File: src/design/grib1_message_header_parser_assert.svh
// Assertion macros shared by the parser RTL.
`ifndef GRIB1_MESSAGE_HEADER_PARSER_ASSERT_SVH
`define GRIB1_MESSAGE_HEADER_PARSER_ASSERT_SVH

// Same-cycle implication, checked out of reset.
`define G1HDR_ASSERT_NOW(lbl, ante, cons, msg) \
    lbl: assert property (@(posedge i_clk) disable iff (!i_rst_n) (ante) |-> (cons)) \
        else $error(msg);

// Next-cycle implication, checked out of reset.
`define G1HDR_ASSERT_NEXT(lbl, ante, cons, msg) \
    lbl: assert property (@(posedge i_clk) disable iff (!i_rst_n) (ante) |=> (cons)) \
        else $error(msg);

`endif

File: src/design/g1hdr_pkg.sv
package g1hdr_pkg;

    localparam int LEN_BITS = 24;

    typedef logic [LEN_BITS-1:0] t_len;

    typedef enum logic [6:0] {
        PH_SEARCH = 7'b0000001,
        PH_SEC0   = 7'b0000010,
        PH_SEC1   = 7'b0000100,
        PH_SEC2   = 7'b0001000,
        PH_SEC3   = 7'b0010000,
        PH_SEC4   = 7'b0100000,
        PH_END    = 7'b1000000
    } t_phase;

    typedef enum logic [1:0] {
        ST_GOOD    = 2'd0,
        ST_BAD_END = 2'd1,
        ST_SHORT   = 2'd2
    } t_status;

    localparam logic [23:0] MARKER_HEAD = 24'h475249; // "GRI"
    localparam logic [7:0]  CH_B        = 8'h42;
    localparam logic [7:0]  CH_SEVEN    = 8'h37;
    localparam logic [7:0]  FLAG_GDS    = 8'h80;
    localparam logic [7:0]  FLAG_BMS    = 8'h40;
    localparam logic [31:0] COUNT_MAX   = 32'hFFFF_FFFF;

    typedef struct packed {
        logic [23:0] total_length;
        logic [7:0]  edition;
        logic [7:0]  center;
        logic [7:0]  parameter_code;
        logic [7:0]  flags;
        logic [15:0] grid_columns;
        logic [15:0] grid_rows;
        logic        bitmap_present;
        logic [7:0]  bits_per_value;
        logic [15:0] binary_scale_raw;
        logic [31:0] reference_raw;
    } t_hdr;

    typedef struct packed {
        t_status     status;
        logic [31:0] message_number;
        t_hdr        hdr;
    } t_result;

endpackage

File: src/design/g1hdr_walker.sv
module g1hdr_walker (
    input  logic               i_clk,
    input  logic               i_rst_n,
    input  logic               i_step,
    input  logic [7:0]         i_data_byte,
    output logic               o_emit,
    output logic               o_may_emit,
    output g1hdr_pkg::t_result o_result
);
    import g1hdr_pkg::*;

    t_phase      r_phase,  n_phase;
    logic [23:0] r_window, n_window;
    t_len        r_idx,    n_idx;
    t_len        r_len,    n_len;
    logic        r_bad,    n_bad;
    logic [31:0] r_count,  n_count;
    t_hdr        r_hdr,    n_hdr;

    t_len    w_idx_inc;
    t_len    w_len_shift;
    logic    w_advance;
    t_status w_status;

    function automatic t_phase next_phase(input t_phase ph, input logic [7:0] flags);
        t_phase nxt;
        nxt = PH_END;
        if (ph == PH_SEC1) begin
            if ((flags & FLAG_GDS) != 8'h00) nxt = PH_SEC2;
            else if ((flags & FLAG_BMS) != 8'h00) nxt = PH_SEC3;
            else nxt = PH_SEC4;
        end else if (ph == PH_SEC2) begin
            nxt = ((flags & FLAG_BMS) != 8'h00) ? PH_SEC3 : PH_SEC4;
        end else if (ph == PH_SEC3) begin
            nxt = PH_SEC4;
        end
        return nxt;
    endfunction

    assign w_idx_inc   = r_idx + t_len'(1);
    assign w_len_shift = {r_len[LEN_BITS-9:0], i_data_byte};

    always_comb begin
        n_phase   = r_phase;
        n_window  = r_window;
        n_idx     = r_idx;
        n_len     = r_len;
        n_bad     = r_bad;
        n_count   = r_count;
        n_hdr     = r_hdr;
        w_advance = 1'b0;
        w_status  = ST_GOOD;
        o_emit    = 1'b0;
        if (i_step) begin
            unique case (r_phase)
                PH_SEARCH: begin
                    if (r_window == MARKER_HEAD && i_data_byte == CH_B) begin
                        if (r_count != COUNT_MAX) n_count = r_count + 32'd1;
                        n_hdr    = '0;
                        n_window = '0;
                        n_phase  = PH_SEC0;
                        n_idx    = t_len'(4);
                    end else begin
                        n_window = {r_window[15:0], i_data_byte};
                    end
                end
                PH_SEC0: begin
                    priority if (r_idx == t_len'(4)) n_hdr.total_length[23:16] = i_data_byte;
                    else if (r_idx == t_len'(5)) n_hdr.total_length[15:8] = i_data_byte;
                    else if (r_idx == t_len'(6)) n_hdr.total_length[7:0] = i_data_byte;
                    else n_hdr.edition = i_data_byte;
                    if (r_idx == t_len'(7)) begin
                        n_phase = PH_SEC1;
                        n_idx   = '0;
                        n_len   = '0;
                    end else begin
                        n_idx = w_idx_inc;
                    end
                end
                PH_SEC1, PH_SEC2, PH_SEC3, PH_SEC4: begin
                    if (r_idx < t_len'(3)) begin
                        n_len = w_len_shift;
                        n_idx = w_idx_inc;
                        if (r_idx == t_len'(2)) begin
                            if (w_len_shift < t_len'(3)) begin
                                o_emit   = 1'b1;
                                w_status = ST_SHORT;
                                n_phase  = PH_SEARCH;
                                n_idx    = '0;
                                n_len    = '0;
                            end else if (w_len_shift == t_len'(3)) begin
                                w_advance = 1'b1;
                            end
                        end
                    end else begin
                        if (r_phase == PH_SEC1) begin
                            if (r_idx == t_len'(4)) n_hdr.center = i_data_byte;
                            if (r_idx == t_len'(7)) n_hdr.flags = i_data_byte;
                            if (r_idx == t_len'(8)) n_hdr.parameter_code = i_data_byte;
                        end else if (r_phase == PH_SEC2) begin
                            if (r_idx == t_len'(6)) n_hdr.grid_columns[15:8] = i_data_byte;
                            if (r_idx == t_len'(7)) n_hdr.grid_columns[7:0] = i_data_byte;
                            if (r_idx == t_len'(8)) n_hdr.grid_rows[15:8] = i_data_byte;
                            if (r_idx == t_len'(9)) n_hdr.grid_rows[7:0] = i_data_byte;
                        end else if (r_phase == PH_SEC3) begin
                            if (r_idx == t_len'(3))
                                n_hdr.bitmap_present = (i_data_byte == 8'h00);
                        end else begin
                            if (r_idx == t_len'(4)) n_hdr.binary_scale_raw[15:8] = i_data_byte;
                            if (r_idx == t_len'(5)) n_hdr.binary_scale_raw[7:0] = i_data_byte;
                            if (r_idx == t_len'(6)) n_hdr.reference_raw[31:24] = i_data_byte;
                            if (r_idx == t_len'(7)) n_hdr.reference_raw[23:16] = i_data_byte;
                            if (r_idx == t_len'(8)) n_hdr.reference_raw[15:8] = i_data_byte;
                            if (r_idx == t_len'(9)) n_hdr.reference_raw[7:0] = i_data_byte;
                            if (r_idx == t_len'(10)) n_hdr.bits_per_value = i_data_byte;
                        end
                        n_idx = w_idx_inc;
                        if (w_idx_inc == r_len) w_advance = 1'b1;
                    end
                end
                PH_END: begin
                    n_bad = r_bad | (i_data_byte != CH_SEVEN);
                    n_idx = w_idx_inc;
                    if (r_idx == t_len'(3)) begin
                        o_emit   = 1'b1;
                        w_status = n_bad ? ST_BAD_END : ST_GOOD;
                        n_phase  = PH_SEARCH;
                        n_idx    = '0;
                        n_bad    = 1'b0;
                    end
                end
                default: begin
                    n_phase = PH_SEARCH;
                    n_idx   = '0;
                    n_len   = '0;
                end
            endcase
            if (w_advance) begin
                // flags may have been captured on this very beat
                n_phase = next_phase(r_phase, n_hdr.flags);
                n_idx   = '0;
                n_len   = '0;
                n_bad   = 1'b0;
                if (n_phase == PH_SEC3) n_hdr.bitmap_present = 1'b1;
            end
        end
    end

    assign o_may_emit = ((r_phase == PH_END) && (r_idx == t_len'(3)))
                     || (((r_phase == PH_SEC1) || (r_phase == PH_SEC2)
                       || (r_phase == PH_SEC3) || (r_phase == PH_SEC4))
                       && (r_idx == t_len'(2)));

    always_comb begin
        o_result.status         = w_status;
        o_result.message_number = r_count;
        o_result.hdr            = r_hdr;
    end

    always_ff @(posedge i_clk) begin
        if (!i_rst_n) begin
            r_phase  <= PH_SEARCH;
            r_window <= '0;
            r_idx    <= '0;
            r_len    <= '0;
            r_bad    <= 1'b0;
            r_count  <= '0;
        end else begin
            r_phase  <= n_phase;
            r_window <= n_window;
            r_idx    <= n_idx;
            r_len    <= n_len;
            r_bad    <= n_bad;
            r_count  <= n_count;
        end
    end

    always_ff @(posedge i_clk) begin
        r_hdr <= n_hdr;
    end

endmodule

File: src/design/grib1_message_header_parser.sv
// GRIB edition 1 message header parser.
// Input channel: one stream byte per beat on i_data_byte (i_in_valid/o_in_ready).
// Output channel: one header record per message on the o_* field ports
// (o_out_valid/i_out_ready), sent on the fourth end-marker byte with status
// good or bad end marker, or on the third length byte of a section whose
// length is below 3. After either, the block searches for "GRIB" again.
// Throughput: one byte per cycle while o_in_ready is high. Each byte is
// handled in the cycle it is accepted; a record is visible on the output in
// the cycle after the byte that completes it, and the output register holds
// it until taken. While a record waits, bytes keep being accepted; only a
// byte that could complete the next record is held off until the output
// register frees up. Records are at least eleven bytes apart, so a short
// stall of the receiver does not slow the input.
// Reset (synchronous, active low) returns to the marker search with an empty
// window, clears the message counter and drops any pending record.
`include "grib1_message_header_parser_assert.svh"

module grib1_message_header_parser (
    input  logic        i_clk,
    input  logic        i_rst_n,
    input  logic        i_in_valid,
    output logic        o_in_ready,
    input  logic [7:0]  i_data_byte,
    output logic        o_out_valid,
    input  logic        i_out_ready,
    output logic [1:0]  o_status,
    output logic [31:0] o_message_number,
    output logic [23:0] o_total_length,
    output logic [7:0]  o_edition,
    output logic [7:0]  o_center,
    output logic [7:0]  o_parameter_code,
    output logic [15:0] o_grid_columns,
    output logic [15:0] o_grid_rows,
    output logic        o_bitmap_present,
    output logic [7:0]  o_bits_per_value,
    output logic [15:0] o_binary_scale_raw,
    output logic [31:0] o_reference_raw
);
    import g1hdr_pkg::*;

    logic    w_in_accept;
    logic    w_out_accept;
    logic    w_emit;
    logic    w_may_emit;
    t_result w_result;

    logic    r_out_valid;
    t_result r_out;

    g1hdr_walker u_walker (
        .i_clk       (i_clk),
        .i_rst_n     (i_rst_n),
        .i_step      (w_in_accept),
        .i_data_byte (i_data_byte),
        .o_emit      (w_emit),
        .o_may_emit  (w_may_emit),
        .o_result    (w_result)
    );

    assign o_in_ready   = !w_may_emit || !r_out_valid || i_out_ready;
    assign w_in_accept  = i_in_valid && o_in_ready;
    assign w_out_accept = r_out_valid && i_out_ready;

    always_ff @(posedge i_clk) begin
        if (!i_rst_n) begin
            r_out_valid <= 1'b0;
        end else if (w_emit) begin
            r_out_valid <= 1'b1;
        end else if (w_out_accept) begin
            r_out_valid <= 1'b0;
        end
    end

    always_ff @(posedge i_clk) begin
        if (w_emit) begin
            r_out <= w_result;
        end
    end

    assign o_out_valid        = r_out_valid;
    assign o_status           = r_out.status;
    assign o_message_number   = r_out.message_number;
    assign o_total_length     = r_out.hdr.total_length;
    assign o_edition          = r_out.hdr.edition;
    assign o_center           = r_out.hdr.center;
    assign o_parameter_code   = r_out.hdr.parameter_code;
    assign o_grid_columns     = r_out.hdr.grid_columns;
    assign o_grid_rows        = r_out.hdr.grid_rows;
    assign o_bitmap_present   = r_out.hdr.bitmap_present;
    assign o_bits_per_value   = r_out.hdr.bits_per_value;
    assign o_binary_scale_raw = r_out.hdr.binary_scale_raw;
    assign o_reference_raw    = r_out.hdr.reference_raw;

    `G1HDR_ASSERT_NOW(a_emit_expected, w_emit, w_may_emit && w_in_accept, "stray record")
    `G1HDR_ASSERT_NOW(a_no_overwrite, w_emit, !r_out_valid || i_out_ready, "record overwritten")
    `G1HDR_ASSERT_NEXT(a_emit_shows, w_emit, o_out_valid, "record not presented after completion")

endmodule
File: config.mk
export PLATFORM = sky130hd
export DESIGN_NAME = grib1_message_header_parser
export DESIGN_NICKNAME = d
export VERILOG_FILES = /design/src/design/g1hdr_pkg.sv /design/src/design/g1hdr_walker.sv /design/src/design/grib1_message_header_parser.sv
export VERILOG_INCLUDE_DIRS = /design/src /design/src/design
export SDC_FILE = /design/constraint.sdc
export NUM_CORES = 1
export LEC_CHECK = 0
export BUFFER_PORTS_ARGS = -buffer_cell sky130_fd_sc_hd__buf_4
export CORE_ASPECT_RATIO = 1.25
export CORE_MARGIN = 1
export CORE_UTILIZATION = 48
export CTS_CLUSTER_DIAMETER = 150
export DETAILED_ROUTE_END_ITERATION = 7
export PLACE_DENSITY = 0.67
export SYNTH_ARGS = -nofsm -noshare
export SYNTH_HDL_FRONTEND = slang
export SYNTH_SLANG_ARGS = --single-unit
File: constraint.sdc
create_clock -name i_clk -period 19.9 [get_ports i_clk]
set_input_delay 3.98 -clock i_clk [delete_from_list [all_inputs] [get_ports i_clk]]
set_output_delay 3.98 -clock i_clk [all_outputs]
set_load 0.02 [all_outputs]
==> key figures <==
Run status
  – Outcome: complete, no violations

Setup path
  – CP max FO: 2
  – Worst flop-to-flop path endpoint: o_total_length[20]
  – Reg2reg setup slack: roughly 14 ns
  – Startpoint Class: input port
  – Crit Reg-Reg Startpoint: u_walker.r_idx[20]
  – Setup crit end kind: output pin
  – Type of the worst setup path: input port to output pin
  – Worst Path Arrival: 4.65 ns
  – Critical Path RT: 15.92 ns
  – R2R depth: 8

Route
  – Vias per cell: 5.656
  – Final antenna-violating net count: 0
  – Drt pass-1 iters: 5
  – Final WL: between 30 and 40 mm
  – Initial DRC Count: about 790
  – DR WL/cell: 19.98 um
  – Routed via count: about 10000
  – DRC: 0

Logic synthesis
  – Post-synth EDFFs: 310
  – Most frequent cell after synthesis: edfxtp_1
  – Top post-synthesis cells by area: edfxtp_1 57%, dfxtp_1 14%, nand2_1 2.7%
  – Top cell type's share of synthesized area: a little under three fifths
  – Post-synthesis cell count: 1233
  – Syn_nets: 1251
  – Register bit total from synthesis: between 400 and 500
  – Mapped cell area: ~0.016 mm2
  – Synth unique cells: 78
  – Register area share after synthesis: between 70 and 80%
  – Synth top cells by count: 310 x edfxtp_1, 117 x nand2_1, 113 x dfxtp_1, 75 x a21oi_1, 66 x nand3_1
  – Async set-reset flop share out of synthesis: 0%
  – Synth Flop Type: edfxtp_1
  – Average cell area after synthesis: ~13 um2
  – Largest area contributor in the netlist: edfxtp_1
  – Synth warnings: 0

Worst hold path
  – Hold_sp: u_walker.o_result[81]
  – Cells on Worst Hold Path: 0
  – Hold Crit Class: register to register
  – Worst Hold Path EP: o_grid_columns[8]

Layout
  – Nets: ~1400
  – Final Cell Area: just under 0.02 mm2
  – # diodes: 0
  – Filler-free cell count of the finished design: 1856
  – Final Util: between 50% and 60%
  – Layout area overhead: 18.11%
  – Share of cells above drive strength 1: between 20% and 30%

Timing
  – Fmax: 115.9 MHz
  – Setup TNS: 0 ns
  – Slew Viols, Final: 0
  – Worst Tran Pin Value: 1.271 ns
  – Final worst path period share: between 40% and 50%
  – Fin crit period: 8.629 ns
  – Unrepaired setup endpoints after global routing: no
  – Hold Worst Slack: 0.3994 ns
  – Max-slew headroom: roughly 15%
  – Final setup violating endpoints: 0
  – Final worst slack: roughly 11 ns
  – Layout Skew: between 0.02 and 0.025 ns
  – Hold Vio Cnt, Final: 0

Power and ir drop
  – Clock power frac: 44.7%
  – Pwr per Cell Area: around 90 mW/mm2
  – Pleak: 6.834 nW
  – Net Switching: about 0.33 mW
  – Sw Ratio: a little under a fifth
  – Seq pwr share: 54.3%
  – Total power: between 1.5 and 2 mW
  – VDD IR max: between 0.00006 and 0.00007 V
  – Comb power frac: less than 1%
  – Pint: approximately 1.4 mW

Placed design
  – Area post-placement: between 0.015 and 0.02 mm2
  – DP HPWL: 25.27 mm
  – Placed insts: around 1800
  – Number of I/O port buffers: between 150 and 200
  – Setup WS pre-CTS: roughly 11 ns
  – GP Congestion: between 0.8 and 0.9

Global route
  – Initial antenna violation count: 0
  – First-pass GRT wire length: between 50 and 60 mm
  – Global Route Usage Sum: 21.12%
  – Total gr overflow: 0
  – Largest net degree at the start of global routing: 75
  – Number of global-route vias before repair: around 10000

Clock network
  – Clk sink count: 423
  – Post-CTS setup repair buffer count: 0
  – CTS resizes: 0
  – Clk_lat worst skew: 0.54 ns
  – H-tree lvl count: 2
  – CTS tree: built
  – Max clock buf depth: 3
  – Reg clk slew, reported paths: 0.06 ns
  – Root Driver: clkbuf_16
  – CTS buffer count: 40
  – Hold buffer count at cts: 0

Floorplanning
  – Die area: about 0.035 mm2
  – I/O pin count: 185
  – Die Y: between 200 and 250 um
  – Area of the core: ~0.034 mm2
  – Starting density of the core: 48.82%
  – Row count: 75
  – Chip Width: 167.6 um

Flow run
  – Max-Cap Viols: 0
## area by class of cell
| type | count | area [um2] |
|---|---|---|
| timing repair buffer | 191 | 1434 |
| clock inverter | 21 | 242.7 |
| multi-input combinational | 727 | 4481 |
| clock buffer | 53 | 1102 |
| inverter | 18 | 67.56 |
| tap | 423 | 529.3 |
| fill | 2668 | 14260 |
| sequential | 423 | 11570 |
## worst max-delay path, stage by stage
cell and delay (ns):
buf_4 0.11, nor2b_1 0.17, o2111ai_1 0.18, buf_4 0.21
## power by group through the flow
stage               Sequential (mW)  Clock [mW]  Combinational [mW]
floorplan                     0.955           0             0.00997
global placement              0.956           0              0.0154
detailed placement            0.956           0              0.0159
CTS                           0.937       0.784              0.0160
global route                  0.936       0.818              0.0175
finish                        0.937       0.771              0.0160
## logic make-up (layout without fill, tap and decap cells)
logic type | count (synthesis) | in the layout | share of synthesized area (%)
DFF | 423 | 423 | 70.35
AOI/OAI and AO/OA | 188 | 188 | 6.664
buffers and inverters | 83 | 283 | 2.525
muxes | 19 | 19 | 1.171
and+or+nand+nor | 462 | 462 | 16.07
xor gates and xnor gates | 52 | 52 | 2.769
adders and majority gates | 6 | 6 | 0.4564
## worst max path at each step
| stage | from | end | slack [ns] | cells past startpoint |
|---|---|---|---|---|
| floorplan | i_out_ready | o_binary_scale_raw[0] | 6.53 | 6 |
| global placement | i_out_ready | o_in_ready | 11.31 | 4 |
| detailed placement | i_out_ready | o_in_ready | 11.27 | 4 |
| CTS | i_out_ready | o_in_ready | 11.27 | 4 |
| global route | i_out_ready | o_in_ready | 11.23 | 4 |
| finish | i_out_ready | o_in_ready | 11.27 | 4 |
## layout by cell type (no fill, tap or decap), types with 12 or more instances in the layout
master     Yosys  layout
and3_1        27      27
nor4_1        22      22
inv_1         16      16
o21ai_0       34      34
and4_1        16      16
nand2_1      117     117
mux2i_1       17      17
xor2_1        25      25
nor3_1        23      23
nand4_1       24      24
clkbuf_16      0      42
o21ai_1       30      30
buf_4          9     191
nand3_1       66      66
nor2_1        54      54
and2_1        33      33
a21oi_1       75      75
dfxtp_1      113     113
edfxtp_1     310     310
xnor2_1       27      27
or3_1         12      12
## per-layer routing
layer	routed length (um)	GRT usage, %
met5	0	0
met4	790	6.422
met3	2127	3.542
met2	18480	35.99
met1	15680	27.64
## registers in the layout, indices dropped and copies added, names as in the netlist, 8 cells and up
| name | cells |
|---|---|
| u_walker.r_count | 32 |
| o_reference_raw | 32 |
| o_edition | 8 |
| o_message_number | 32 |
| u_walker.r_idx | 24 |
| u_walker.o_result | 139 |
| o_center | 8 |
| u_walker.r_len | 24 |
| u_walker.r_window | 24 |
| o_grid_columns | 16 |
| o_grid_rows | 16 |
| o_parameter_code | 8 |
| o_bits_per_value | 8 |
| o_total_length | 24 |
| o_binary_scale_raw | 16 |
No activity file was read; power rests on OpenSTA's default activity.
